[src/hdl/stsr_pkg.sv]
// Package for the severity table: widths, entry record, request and response codes.
// No dependencies; the cell, row and core files refer to it by scoped names.
package stsr_pkg;

  localparam int Capacity = 16;
  localparam int IdxW     = $clog2(Capacity);
  localparam int CntW     = $clog2(Capacity + 1);

  typedef struct packed {
    logic [15:0] id;
    logic [15:0] origin;
    logic [7:0]  age;
    logic [2:0]  severity;
  } entry_t;

  typedef enum logic [1:0] {
    REQ_INSERT = 2'd0,
    REQ_LIST   = 2'd1,
    REQ_REMOVE = 2'd2,
    REQ_NONE   = 2'd3
  } req_t;

  typedef enum logic [1:0] {
    RESP_LISTED   = 2'd0,
    RESP_REMOVED  = 2'd1,
    RESP_EMPTY    = 2'd2,
    RESP_REJECTED = 2'd3
  } resp_t;

  typedef enum logic [2:0] {
    ST_IDLE,
    ST_LOAD,
    ST_SCAN,
    ST_LIST,
    ST_SHIFT,
    ST_SINGLE
  } state_t;

  // Commands broadcast from the sequencer to every cell.
  typedef struct packed {
    logic   clear;    // empty the sorter row
    logic   ins;      // insert entry into sorter row
    logic   shift;    // advance the sorter row toward cell 0
    logic   stage_ld; // not read by any cell; there is no staging row
  } cell_ctl_t;

endpackage

[src/hdl/stsr_if.sv]
// Valid/ready channel interfaces for the severity table core.
// No dependencies on other files.
interface stsr_in_if (input logic clk);
  logic        valid;
  logic        ready;
  logic [1:0]  req_type;
  logic [15:0] entry_id;
  logic [15:0] entry_origin;
  logic [7:0]  entry_age;
  logic [2:0]  entry_severity;
  modport source (output valid, req_type, entry_id, entry_origin, entry_age,
                  entry_severity, input ready);
  modport sink (input valid, req_type, entry_id, entry_origin, entry_age,
                entry_severity, output ready);
endinterface

interface stsr_out_if (input logic clk);
  logic        valid;
  logic        ready;
  logic [1:0]  resp_kind;
  logic [15:0] out_id;
  logic [15:0] out_origin;
  logic [7:0]  out_age;
  logic [2:0]  out_severity;
  logic        last;
  modport source (output valid, resp_kind, out_id, out_origin, out_age,
                  out_severity, last, input ready);
  modport sink (input valid, resp_kind, out_id, out_origin, out_age,
                out_severity, last, output ready);
endinterface

[src/hdl/stsr_cell.sv]
// One cell of the sorting row: holds one sorted entry.
// Depends on stsr_pkg.
module stsr_cell (
  input  logic                 clk,
  input  logic                 rst_n,
  input  stsr_pkg::cell_ctl_t  ctl,
  input  stsr_pkg::entry_t     ins_entry,
  // neighbor toward lower index (sorted row: left neighbor)
  input  logic                 left_valid,
  input  logic                 left_lt,     // left entry age < insert age
  input  stsr_pkg::entry_t     left_entry,
  // neighbor toward higher index (for shift)
  input  logic                 right_valid,
  input  stsr_pkg::entry_t     right_entry,
  output logic                 valid,
  output logic                 lt,
  output stsr_pkg::entry_t     entry
);
  logic             valid_r, valid_nxt;
  stsr_pkg::entry_t entry_r, entry_nxt;

  assign lt = valid_r && (entry_r.age < ins_entry.age);

  always_comb begin
    valid_nxt = valid_r;
    entry_nxt = entry_r;
    priority if (ctl.clear) begin
      valid_nxt = 1'b0;
    end else if (ctl.ins) begin
      // Insert point is the first cell not holding a smaller age.
      if (!lt && left_lt) begin
        // insert point: this left-entry copy is overridden below by the insert entry
        valid_nxt = left_valid;
        entry_nxt = left_entry;
      end
      if (!lt) begin
        if (left_lt) begin
          valid_nxt = 1'b1;
          entry_nxt = ins_entry;
        end else if (valid_r || left_valid) begin
          valid_nxt = left_valid;
          entry_nxt = left_entry;
        end
      end
    end else if (ctl.shift) begin
      valid_nxt = right_valid;
      entry_nxt = right_entry;
    end
  end

  always_ff @(posedge clk) begin
    if (!rst_n) begin
      valid_r <= 1'b0;
    end else begin
      valid_r <= valid_nxt;
    end
    entry_r <= entry_nxt;
  end

  assign valid = valid_r;
  assign entry = entry_r;
endmodule

[src/hdl/stsr_row.sv]
// Row of sorting cells; entries ripple one step per cycle under a shared command.
// Depends on stsr_pkg and stsr_cell.
module stsr_row (
  input  logic                 clk,
  input  logic                 rst_n,
  input  stsr_pkg::cell_ctl_t  ctl,
  input  stsr_pkg::entry_t     ins_entry,
  output stsr_pkg::entry_t     head
);
  logic             v  [stsr_pkg::Capacity];
  logic             l  [stsr_pkg::Capacity];
  stsr_pkg::entry_t e  [stsr_pkg::Capacity];

  for (genvar g = 0; g < stsr_pkg::Capacity; g++) begin : g_cell
    logic             lv, llt, rv;
    stsr_pkg::entry_t le, re;
    if (g == 0) begin : g_first
      assign lv  = 1'b0;
      assign llt = 1'b1;
      assign le  = '0;
    end else begin : g_mid
      assign lv  = v[g-1];
      assign llt = l[g-1];
      assign le  = e[g-1];
    end
    if (g == stsr_pkg::Capacity - 1) begin : g_end
      assign rv = 1'b0;
      assign re = '0;
    end else begin : g_nend
      assign rv = v[g+1];
      assign re = e[g+1];
    end
    stsr_cell u_cell (
      .clk, .rst_n, .ctl, .ins_entry,
      .left_valid(lv), .left_lt(llt), .left_entry(le),
      .right_valid(rv), .right_entry(re),
      .valid(v[g]), .lt(l[g]), .entry(e[g])
    );
  end

  assign head = e[0];
endmodule

[src/hdl/severity_table_sort_and_remove_core.sv]
// Severity table core: top level with the table store and request sequencer.
// Depends on stsr_pkg, stsr_if and stsr_row.
//
// Holds up to 16 entries. An insert gives no word unless the
// table is full (one reject word). A list request feeds the stored entries in
// order, one a cycle, through the registered memory read into a row of
// insertion-sort cells, then reads the sorted row out of its head one word a
// cycle while the output is free, writing it back into the table. A remove
// scans the table one entry a cycle for the first highest severity, then
// fetches the removed entry, closes the gap one entry a cycle and sends the
// removed word. Empty list or remove gives one empty word. The table is a
// 16-entry memory with one write and one read port; its single read port
// sets the one-entry-a-cycle pace of the load, scan and gap-closing walks.
module severity_table_sort_and_remove_core (
  input logic             clk,
  input logic             rst_n,
  stsr_in_if.sink         in_ch,
  stsr_out_if.source      out_ch
);
  localparam int IW = stsr_pkg::IdxW;
  localparam int CW = stsr_pkg::CntW;

  stsr_pkg::entry_t mem [stsr_pkg::Capacity];
  stsr_pkg::entry_t rd_r;
  logic [IW-1:0]    raddr;
  logic             we;
  logic [IW-1:0]    waddr;
  stsr_pkg::entry_t wdata;

  always_ff @(posedge clk) begin
    if (we) mem[waddr] <= wdata;
    rd_r <= mem[raddr];
  end

  stsr_pkg::state_t state_r, state_nxt;
  logic [CW-1:0]    cnt_r, cnt_nxt;
  logic [CW-1:0]    idx_r, idx_nxt;     // walk position
  logic             rdv_r, rdv_nxt;     // rd_r holds entry idx_r-1
  logic [IW-1:0]    best_r, best_nxt;
  logic [2:0]       top_r, top_nxt;
  stsr_pkg::entry_t vic_r, vic_nxt;
  logic             ov_r, ov_nxt;
  stsr_pkg::resp_t  okind_r, okind_nxt;
  stsr_pkg::entry_t oent_r, oent_nxt;
  logic             olast_r, olast_nxt;
  stsr_pkg::cell_ctl_t ctl;
  stsr_pkg::entry_t    head;
  stsr_pkg::entry_t    in_ent;

  assign in_ent = '{id: in_ch.entry_id, origin: in_ch.entry_origin,
                    age: in_ch.entry_age, severity: in_ch.entry_severity};

  stsr_row u_row (.clk, .rst_n, .ctl, .ins_entry(rd_r), .head);

  logic in_acc, out_free;
  assign out_free = !ov_r || out_ch.ready;
  assign in_ch.ready = (state_r == stsr_pkg::ST_IDLE) && out_free;
  assign in_acc = in_ch.valid && in_ch.ready;

  always_comb begin
    state_nxt = state_r; cnt_nxt = cnt_r; idx_nxt = idx_r; rdv_nxt = 1'b0;
    best_nxt = best_r; top_nxt = top_r; vic_nxt = vic_r;
    ov_nxt = ov_r && !out_ch.ready;
    okind_nxt = okind_r; oent_nxt = oent_r; olast_nxt = olast_r;
    ctl = '0; we = 1'b0; waddr = idx_r[IW-1:0]; wdata = in_ent;
    raddr = idx_r[IW-1:0];
    unique case (state_r)
      stsr_pkg::ST_IDLE: begin
        idx_nxt = '0;
        if (in_acc) begin
          unique case (stsr_pkg::req_t'(in_ch.req_type))
            stsr_pkg::REQ_INSERT: begin
              if (cnt_r == CW'(stsr_pkg::Capacity)) begin
                ov_nxt = 1'b1; okind_nxt = stsr_pkg::RESP_REJECTED;
                oent_nxt = '0; olast_nxt = 1'b1;
              end else begin
                we = 1'b1; waddr = cnt_r[IW-1:0]; cnt_nxt = cnt_r + 1'b1;
              end
            end
            stsr_pkg::REQ_LIST, stsr_pkg::REQ_REMOVE: begin
              if (cnt_r == '0) begin
                ov_nxt = 1'b1; okind_nxt = stsr_pkg::RESP_EMPTY;
                oent_nxt = '0; olast_nxt = 1'b1;
              end else if (in_ch.req_type == stsr_pkg::REQ_LIST) begin
                ctl.clear = 1'b1; state_nxt = stsr_pkg::ST_LOAD;
              end else begin
                top_nxt = '0; best_nxt = '0; state_nxt = stsr_pkg::ST_SCAN;
              end
            end
            default: ;
          endcase
        end
      end
      stsr_pkg::ST_LOAD: begin
        // read idx_r; insert the entry read last cycle into the row
        ctl.ins = rdv_r;
        if (idx_r < cnt_r) begin
          idx_nxt = idx_r + 1'b1; rdv_nxt = 1'b1;
        end else if (!rdv_r) begin
          idx_nxt = '0; state_nxt = stsr_pkg::ST_LIST;
        end
      end
      stsr_pkg::ST_LIST: begin
        if (out_free) begin
          ov_nxt = 1'b1; okind_nxt = stsr_pkg::RESP_LISTED; oent_nxt = head;
          olast_nxt = (idx_r + 1'b1 == cnt_r);
          we = 1'b1; wdata = head; ctl.shift = 1'b1;
          idx_nxt = idx_r + 1'b1;
          if (idx_r + 1'b1 == cnt_r) state_nxt = stsr_pkg::ST_IDLE;
        end
      end
      stsr_pkg::ST_SCAN: begin
        if (rdv_r && rd_r.severity > top_r) begin
          top_nxt = rd_r.severity; best_nxt = IW'(idx_r - 1'b1);
        end
        if (idx_r < cnt_r) begin
          idx_nxt = idx_r + 1'b1; rdv_nxt = 1'b1;
        end else if (!rdv_r) begin
          // fetch the victim and start compaction
          raddr = best_r; idx_nxt = {1'b0, best_r}; state_nxt = stsr_pkg::ST_SINGLE;
        end
      end
      stsr_pkg::ST_SINGLE: begin
        vic_nxt = rd_r; raddr = IW'(idx_r + 1'b1); state_nxt = stsr_pkg::ST_SHIFT;
      end
      stsr_pkg::ST_SHIFT: begin
        // rd_r holds entry idx_r+1; write it to idx_r
        if (idx_r + 1'b1 < cnt_r) begin
          we = 1'b1; wdata = rd_r; idx_nxt = idx_r + 1'b1;
          raddr = IW'(idx_r + 2'd2);
        end else if (out_free) begin
          ov_nxt = 1'b1; okind_nxt = stsr_pkg::RESP_REMOVED; oent_nxt = vic_r;
          olast_nxt = 1'b1; cnt_nxt = cnt_r - 1'b1; state_nxt = stsr_pkg::ST_IDLE;
        end
      end
      default: state_nxt = stsr_pkg::ST_IDLE;
    endcase
  end

  always_ff @(posedge clk) begin
    if (!rst_n) begin
      state_r <= stsr_pkg::ST_IDLE;
      cnt_r   <= '0;
      idx_r   <= '0;
      rdv_r   <= 1'b0;
      ov_r    <= 1'b0;
    end else begin
      state_r <= state_nxt;
      cnt_r   <= cnt_nxt;
      idx_r   <= idx_nxt;
      rdv_r   <= rdv_nxt;
      ov_r    <= ov_nxt;
    end
    best_r  <= best_nxt;
    top_r   <= top_nxt;
    vic_r   <= vic_nxt;
    okind_r <= okind_nxt;
    oent_r  <= oent_nxt;
    olast_r <= olast_nxt;
  end

  assign out_ch.valid        = ov_r;
  assign out_ch.resp_kind    = okind_r;
  assign out_ch.out_id       = oent_r.id;
  assign out_ch.out_origin   = oent_r.origin;
  assign out_ch.out_age      = oent_r.age;
  assign out_ch.out_severity = oent_r.severity;
  assign out_ch.last         = olast_r;
endmodule
[src/flat_wrapper.sv]
// flat-port wrapper written by rule: the top's interface ports become plain ports
module severity_table_sort_and_remove_core_flat 
  (clk, rst_n, in_ch_valid, in_ch_req_type, in_ch_entry_id, in_ch_entry_origin, in_ch_entry_age, in_ch_entry_severity, in_ch_ready, out_ch_valid, out_ch_resp_kind, out_ch_out_id, out_ch_out_origin, out_ch_out_age, out_ch_out_severity, out_ch_last, out_ch_ready);
  stsr_in_if in_ch_i (.clk(clk));
  stsr_out_if out_ch_i (.clk(clk));
  input logic clk;
  input logic rst_n;
  input wire logic [$bits(in_ch_i.valid)-1:0] in_ch_valid;
  input wire logic [$bits(in_ch_i.req_type)-1:0] in_ch_req_type;
  input wire logic [$bits(in_ch_i.entry_id)-1:0] in_ch_entry_id;
  input wire logic [$bits(in_ch_i.entry_origin)-1:0] in_ch_entry_origin;
  input wire logic [$bits(in_ch_i.entry_age)-1:0] in_ch_entry_age;
  input wire logic [$bits(in_ch_i.entry_severity)-1:0] in_ch_entry_severity;
  output wire logic [$bits(in_ch_i.ready)-1:0] in_ch_ready;
  output wire logic [$bits(out_ch_i.valid)-1:0] out_ch_valid;
  output wire logic [$bits(out_ch_i.resp_kind)-1:0] out_ch_resp_kind;
  output wire logic [$bits(out_ch_i.out_id)-1:0] out_ch_out_id;
  output wire logic [$bits(out_ch_i.out_origin)-1:0] out_ch_out_origin;
  output wire logic [$bits(out_ch_i.out_age)-1:0] out_ch_out_age;
  output wire logic [$bits(out_ch_i.out_severity)-1:0] out_ch_out_severity;
  output wire logic [$bits(out_ch_i.last)-1:0] out_ch_last;
  input wire logic [$bits(out_ch_i.ready)-1:0] out_ch_ready;
  assign in_ch_i.valid = in_ch_valid;
  assign in_ch_i.req_type = in_ch_req_type;
  assign in_ch_i.entry_id = in_ch_entry_id;
  assign in_ch_i.entry_origin = in_ch_entry_origin;
  assign in_ch_i.entry_age = in_ch_entry_age;
  assign in_ch_i.entry_severity = in_ch_entry_severity;
  assign in_ch_ready = in_ch_i.ready;
  assign out_ch_valid = out_ch_i.valid;
  assign out_ch_resp_kind = out_ch_i.resp_kind;
  assign out_ch_out_id = out_ch_i.out_id;
  assign out_ch_out_origin = out_ch_i.out_origin;
  assign out_ch_out_age = out_ch_i.out_age;
  assign out_ch_out_severity = out_ch_i.out_severity;
  assign out_ch_last = out_ch_i.last;
  assign out_ch_i.ready = out_ch_ready;
  severity_table_sort_and_remove_core u_core (.clk(clk), .rst_n(rst_n), .in_ch(in_ch_i), .out_ch(out_ch_i));
endmodule
[config.mk]
export PLATFORM = sky130hd
export DESIGN_NAME = severity_table_sort_and_remove_core_flat
export DESIGN_NICKNAME = d
export VERILOG_FILES = /design/src/hdl/stsr_pkg.sv /design/src/hdl/stsr_if.sv /design/src/hdl/stsr_cell.sv /design/src/hdl/stsr_row.sv /design/src/hdl/severity_table_sort_and_remove_core.sv /design/src/flat_wrapper.sv
export SDC_FILE = /design/constraint.sdc
export NUM_CORES = 2
export LEC_CHECK = 0
export CORE_ASPECT_RATIO = 1.1
export CORE_MARGIN = 3
export CORE_UTILIZATION = 58
export CTS_CLUSTER_DIAMETER = 60
export DETAILED_ROUTE_END_ITERATION = 6
export DONT_BUFFER_PORTS = 1
export PLACE_DENSITY = 0.76
export SKIP_LAST_GASP = 1
export SLEW_MARGIN = 20
export SYNTH_ARGS = -nofsm -noshare
export SYNTH_HDL_FRONTEND = slang
export SYNTH_SLANG_ARGS = --single-unit
[constraint.sdc]
create_clock -name clk -period 18.1 [get_ports clk]
set_clock_uncertainty 0.2 [all_clocks]
set_input_delay 0.905 -clock clk [delete_from_list [all_inputs] [get_ports clk]]
set_output_delay 0.905 -clock clk [all_outputs]
set_load 0.05 [all_outputs]
Word-level counts from Yosys, hierarchy flattened
Memories as Yosys holds them, arrays and structs flattened. A register that Yosys moved wholly into a read port is not among the register bits.
Cells that the tools add are included.
{"block": "classes", "addsub": 5, "magnitude_cmp": 19, "eq_ne": 31, "mux": 282, "bitwise_logic": 2, "reduce_logical": 88}
{"cell": "$mux W43", "n": 101}
{"cell": "$pmux W43 S2", "n": 2}
{"cell": "$pmux W43 S3", "n": 1}
{"cell": "$lt A8 B8 Y1", "n": 16}
{"cell": "$mux W1", "n": 119}
{"cell": "$mux W5", "n": 11}
{"cell": "$mux W3", "n": 16}
{"cell": "$mux W4", "n": 12}
{"cell": "$logic_and A1 B1 Y1", "n": 35}
{"cell": "$pmux W5 S5", "n": 1}
{"cell": "$ne A2 B2 Y1 const B", "n": 11}
{"cell": "$pmux W3 S6", "n": 1}
{"cell": "$logic_not A1 Y1", "n": 17}
{"cell": "$logic_or A1 B1 Y1", "n": 16}
{"cell": "$ne A3 B3 Y1 const B", "n": 5}
{"cell": "$mux W2", "n": 7}
{"cell": "$ne A2 B1 Y1 const B", "n": 6}
{"cell": "$pmux W4 S3", "n": 1}
{"cell": "$reduce_and A6 Y1", "n": 2}
{"cell": "$reduce_and A11 Y1", "n": 1}
{"cell": "$add A5 B1 Y5 const B", "n": 2}
{"cell": "$lt A5 B5 Y1", "n": 2}
{"cell": "$pmux W5 S2", "n": 1}
{"cell": "$pmux W1 S3", "n": 3}
{"cell": "28 further kinds", "n": 38}
{"block": "totals", "register_bits": 815, "ramBits": 688, "input_bits": 49, "output_inout_bits": 48, "wordCells": 525, "memories": 1}
{"memory": "u_core.mem", "depth": 16, "word_bits": 43, "read_ports": 1, "rd_clocked_by_memory_dff": 1, "wr": 1, "line_no": "severity_table_sort_and_remove_core.sv:23", "text": "stsr_pkg::entry_t mem [stsr_pkg::Capacity];"}

Logic depth before layout (Yosys ltp)
{"block": "logic_depth", "ltp_word": 9, "mapped_depth": 15, "ltp_nobuf": 12}

By module
Synthesis repeated with hierarchy kept, for this count alone.
{"block": "unflattened", "cells_unflattened": 7686, "area_unflattened_um2": 86511.7}
{"mod": "stsr_cell", "instances": 16, "cells_per_inst": 334, "area_per_inst_um2": 3209.3, "seq_area_each_um2": 1311.3}
{"mod": "severity_table_sort_and_remove_core", "instances": 1, "cells_per_inst": 2340, "area_per_inst_um2": 35155.0, "seq_area_each_um2": 24703.7}
{"mod": "stsr_row", "instances": 1, "cells_per_inst": 2, "area_per_inst_um2": 7.5, "seq_area_each_um2": 0.0}

Worst setup path before layout
No wires, ideal clock.
{"block": "synth_timing", "path_kind": "register to register", "startpoint": "register u_core.state_r[0]", "endpoint": "register u_core.u_row.g_cell[0].u_cell.entry_r (netlist bit u_core.u_row.g_cell[0].u_cell.entry[0]), enable pin", "setup_ns": 0.403, "t_arrival_ns": 17.023, "required_ns": 17.497, "setup_slack_ns": 0.474, "stages_incl_launch_ff": 8, "path_buffers": 3, "synth_period_minus_slack_ns": 17.626, "path_cell_list": "dfxtp_1 clkbuf_1 buf_1 and3_1 clkbuf_1 nand2_1 nand2_1 o21a_1"}
{"block": "synth_via", "elab_chain_len": 7, "elab_cells_between_ends": 13, "cone_classes": "eq/ne (3); mux (4); bitwise (1); reduce/logical (5)"}
{"element": "from (decl)", "line_no": "severity_table_sort_and_remove_core.sv:35", "text": "stsr_pkg::state_t state_r, state_nxt;"}
{"element": "from (signal assigned)", "line_no": "severity_table_sort_and_remove_core.sv:142", "text": "state_r <= stsr_pkg::ST_IDLE;"}
{"element": "from (signal assigned)", "line_no": "severity_table_sort_and_remove_core.sv:148", "text": "state_r <= state_nxt;"}
{"element": "$logic_not A3 Y1", "line_no": "severity_table_sort_and_remove_core.sv:57, severity_table_sort_and_remove_core.sv:67"}
{"element": "$logic_and A1 B1 Y1", "line_no": "severity_table_sort_and_remove_core.sv:57", "text": "assign in_ch.ready = (state_r == stsr_pkg::ST_IDLE) && out_free;"}
{"element": "$logic_and A1 B1 Y1", "line_no": "severity_table_sort_and_remove_core.sv:58", "text": "assign in_acc = in_ch.valid && in_ch.ready;"}
{"element": "$mux W1", "line_no": "severity_table_sort_and_remove_core.sv:70", "text": "if (in_acc) begin"}
{"element": "$mux W1", "line_no": "severity_table_sort_and_remove_core.sv:67", "text": "unique case (state_r)"}
{"element": "$not A1 Y1 (no line)"}
{"element": "$reduce_and A3 Y1 (no line) (*)"}
{"element": "to (signal assigned)", "line_no": "stsr_cell.sv:57", "text": "entry_r <= entry_nxt;"}
{"element": "to (decl)", "line_no": "stsr_cell.sv:20", "text": "stsr_pkg::entry_t entry_r, entry_nxt;"}
Mark *: on every way between the ends. The rest lies on a longest branch, timed or not.
A chain may end at the register's enable or synchronous reset.

Final worst setup path
{"block": "layout_timing", "startpoint": "register u_core.state_r[0]", "endpoint": "register u_core.u_row.g_cell[13].u_cell.entry_r (netlist bit u_core.u_row.g_cell[13].u_cell.entry[26]), enable pin"}
{"block": "layout_via", "elab_chain_len": 7, "elab_cells_between_ends": 12, "cone_classes": "eq/ne (2); mux (4); bitwise (1); reduce/logical (5)"}
{"element": "$logic_not A3 Y1", "line_no": "severity_table_sort_and_remove_core.sv:57, severity_table_sort_and_remove_core.sv:67"}
{"element": "$logic_and A1 B1 Y1", "line_no": "severity_table_sort_and_remove_core.sv:57"}
{"element": "$logic_and A1 B1 Y1", "line_no": "severity_table_sort_and_remove_core.sv:58"}
{"element": "$mux W1", "line_no": "severity_table_sort_and_remove_core.sv:70"}
{"element": "$mux W1", "line_no": "severity_table_sort_and_remove_core.sv:67"}
{"element": "$not A1 Y1 (no line)"}
{"element": "$reduce_and A2 Y1 (no line) (*)"}
{"element": "to (signal assigned)", "line_no": "stsr_cell.sv:57"}
{"element": "to (decl)", "line_no": "stsr_cell.sv:20"}
Marks and branches as above.

==> key figures <==
STA
  • Final period util: 37.9%
  • Final setup violation count: 0
  • Setup WS post-layout: 11240 ps
  • Fmax: approximately 150 MHz
  • WHS: 72.0 ps
  • RSZ-0062 raised after global routing: no
  • Final hold violation count: 0
  • TNS Setup: 0 ps
  • Min cycle time layout: between 6000 and 7000 ps
  • Pins Over Slew Limit: 0
  • Max transition margin: between 20% and 30%
  • Slew @ Worst Pin: approximately 1100 ps

Hold path
  • Worst min path class: in -> reg

Pwr
  • Clock group share of total power: 28.8%
  • VDD IR max: ~0.00021 V
  • Switching Fraction: 36.2%
  • P_sw: 4.21 mW
  • Int Pwr: 7.40 mW
  • Power density cells: between 100 and 150 mW/mm2
  • Sequential Power Share: 43.0%
  • Combinational power share: between 20 and 30%
  • Lkg Pwr: 31.2 nW

Synthesis
  • Synthesized flop and latch total: between 1500 and 2000
  • EDFF count, synth: around 1500
  • Register area share after synthesis: a little under three fifths
  • Syn Inst Count: 7128
  • Cell variety after synth: 75
  • Synth Flop Type: edfxtp_1
  • Syn_area_per_cell: 11.5 um2
  • XOR/XNOR share of the synthesized area: 0.128%
  • Main combinational cell family by area after synthesis: compound AO/OA/AOI/OAI gates
  • Adder-Cell Fraction of Synth Area: under 10%
  • Simple-gate portion of the synthesized area: about an eighth
  • Asr flop ratio synth: 0%
  • Synthesized area: 0.0821 mm2
  • Post-synthesis compound-gate area fraction: 17.1%
  • Syn. warnings: 0
  • Mux share of post-synthesis cell area: 9.16%
  • Syn nets: 7315

Clock network
  • Num Clock Sinks: 1546
  • Clock Latency Late Sink: ~800 ps
  • CTS tree: built
  • # Post-CTS Setup Buffers: 0
  • CTS resizes: 0
  • Clock Path Buffers: 3
  • Root buffer cell: clkbuf_16
  • CTS Hold Buffers Added: 0
  • Clock transition at path regs: ~60 ps
  • H-tree depth: 4
  • TritonCTS Buffers: 157

Worst setup path
  • Setup CP Type: reg -> reg
  • CP max FO: 173
  • Critical Path Source Type: register
  • Required time worst endpoint: between 15000 and 20000 ps
  • Crit path arrival time: ~7100 ps
  • Crit. End Element: register

Run status
  • Run status: finished clean

Global route
  • Total Routing Usage GR: between 20 and 30%
  • Largest net degree at the start of global routing: 189
  • Overflow after GRT: 0
  • Antenna violations before repair: 8
  • First-pass GRT wire length: roughly 330000 um
  • Number of global-route vias before repair: 58000

Cells and area
  • Layout cells sized above 1: roughly a tenth
  • Utilization after layout: ~63%
  • Area delta synth->final: 7.24%
  • Fillers: 10500
  • Layout net count: a little under 7000

Die
  • Die area: about 0.15 mm2
  • Die width: 365 um
  • Die Y: between 400 and 500 um
  • Starting Density: 58.5%
  • Placeable Area: between 0.1 and 0.15 mm2
  • # IOs: 97
  • FP Rows: 144

Routing
  • Mean number of vias per cell: 6.77
  • Final antenna-violating net count: 0
  • TritonRoute pass-1 iters: 7
  • DR iter-0 viols: 6423
  • Routed WL per cell: approximately 24 um
  • Via count: around 58000
  • Post-route DRC: 0
  • Post-Route WL: 211000 um

Job
  • # Max-Cap Violations: 0

Placed design
  • IO Port Bufs: 0
  • DP Wirelength: 123000 um
  • Place WS: 11390 ps
  • Routability cong.: 0.891
## logic make-up after synthesis
logic type               Yosys count
AO/OA/AOI/OAI                   1954
XOR/XNOR                          12
adder cells (fa/ha/maj)          138
buffers and inverters            800
flip-flops                      1546
multiplexers                     738
AND/OR/NAND/NOR                 1940
## Yosys cell counts (all sizes together) (11+ instances only)
cell | n | share of area [%]
a211oi | 1002 | 9.2
a21o | 41 | 0.37
a21oi | 164 | 1.0
a221oi | 55 | 0.88
a22o | 43 | 0.46
a22oi | 36 | 0.33
a311o | 11 | 0.13
and2 | 19 | 0.14
buf | 158 | 1.0
clkbuf | 590 | 2.7
dfxtp | 74 | 1.8
edfxtp | 1472 | 54
ha | 137 | 2.1
inv | 51 | 0.23
mux2 | 95 | 1.3
mux2i | 643 | 7.9
nand2 | 316 | 1.4
nand2b | 593 | 4.5
nand3 | 177 | 1.1
nand4 | 214 | 1.6
nor2 | 539 | 2.5
nor3 | 18 | 0.11
o21ai | 315 | 1.9
o221a | 51 | 0.70
o22a | 51 | 0.54
o22ai | 128 | 0.98
or2 | 40 | 0.30
## placed cells by master, fill, tap and decap left out, drive strengths merged, types with 40 or more instances in the layout
| cell | instances |
|---|---|
| nand4 | 214 |
| mux2i | 643 |
| nand2b | 593 |
| buf | 130 |
| edfxtp | 1472 |
| nor2 | 539 |
| o22ai | 128 |
| a211oi | 1002 |
| a21oi | 164 |
| o22a | 51 |
| a22o | 43 |
| o221a | 51 |
| clkbuf | 204 |
| dfxtp | 74 |
| nand3 | 177 |
| clkinv | 55 |
| a221oi | 55 |
| inv | 62 |
| a21o | 41 |
| nand2 | 316 |
| or2 | 40 |
| ha | 137 |
| o21ai | 315 |
| mux2 | 95 |
## worst max-delay path, cell delays in order, from the launching register on
cell and delay, ps:
dfxtp_1 820, and3_2 300, buf_4 570, nand2_1 560, nand2_4 560, buf_4 690
buf_4 970, buf_12 700, buf_4 800
## state kept, by name (all words and copies together) (netlist names), named ones only
name / cells
u_core.rd_r: 43
u_core.vic_r: 43
u_core.u_row.g_cell.u_cell.valid: 2
u_core.out_ch.out_age: 8
u_core.top_r: 3
u_core.out_ch.out_id: 16
u_core.u_row.g_cell.u_cell.entry: 688
u_core.out_ch.valid: 1
u_core.best_r: 4
u_core.state_r: 3
u_core.out_ch.resp_kind: 2
u_core.idx_r: 5
u_core.out_ch.out_severity: 3
u_core.mem: 688
u_core.out_ch.out_origin: 16
u_core.out_ch.last: 1
u_core.cnt_r: 5
u_core.rdv_r: 1
## layout make-up
type,count,area [um2],share of cell area (%)
flip-flops and latches,1546,45700,51.9
multi-input cells,4782,33500,38.1
clock buffers,204,4300,4.89
well taps,1825,2280,2.59
repair buffers,130,1080,1.22
clock inverters,85,941,1.07
inverters,52,195,0.222
diodes,8,20.0,0.0227
## worst paths after layout
check | endpoint | depth (start not counted) | slack, ps | startpoint
setup / recovery | u_core.u_row.g_cell[13].u_cell.entry[26]$_DFFE_PP_ | 8 | 11240 | u_core.state_r[0]$_SDFFE_PN0P_
hold / removal | u_core.rdv_r$_SDFF_PN0_ | 1 | 70 | rst_n
setup reg to reg | u_core.u_row.g_cell[13].u_cell.entry[26]$_DFFE_PP_ | 8 | 11240 | u_core.state_r[0]$_SDFFE_PN0P_
hold reg to reg | register | 2 | 340 | register
## layer usage
layer	vias to the layer above	GRT usage [%]	share of wire (%)	wire length, um
li1	26500	-	-	-
met2	2532	46.9	49	104000
met1	28800	37.2	40	85100
met5	-	0	0	0
met3	482	4.01	7.1	15000
met4	0	11.5	3.4	7100
## power by group through the flow
| stage | clock network [mW] | registers, mW | logic [mW] |
|---|---|---|---|
| floorplan | 0 | 4.82 | 2.61 |
| global placement | 0 | 5.02 | 3.11 |
| detailed placement | 0 | 5.04 | 3.21 |
| CTS | 3.37 | 4.97 | 3.23 |
| global route | 3.51 | 5.02 | 3.55 |
| finish | 3.34 | 4.99 | 3.27 |
## per-stage QoR
step | cell area [um2] | power, mW | cells
after global routing | 88000 | 12.1 | 8631
after floorplan | 82100 | 7.43 | 7128
final | 88000 | 11.6 | 8632
after CTS | 88000 | 11.6 | 8622
after global placement | 82700 | 8.14 | 8333
after detailed placement | 82700 | 8.25 | 8333
Note: power is estimated with default switching activity, not from simulation.
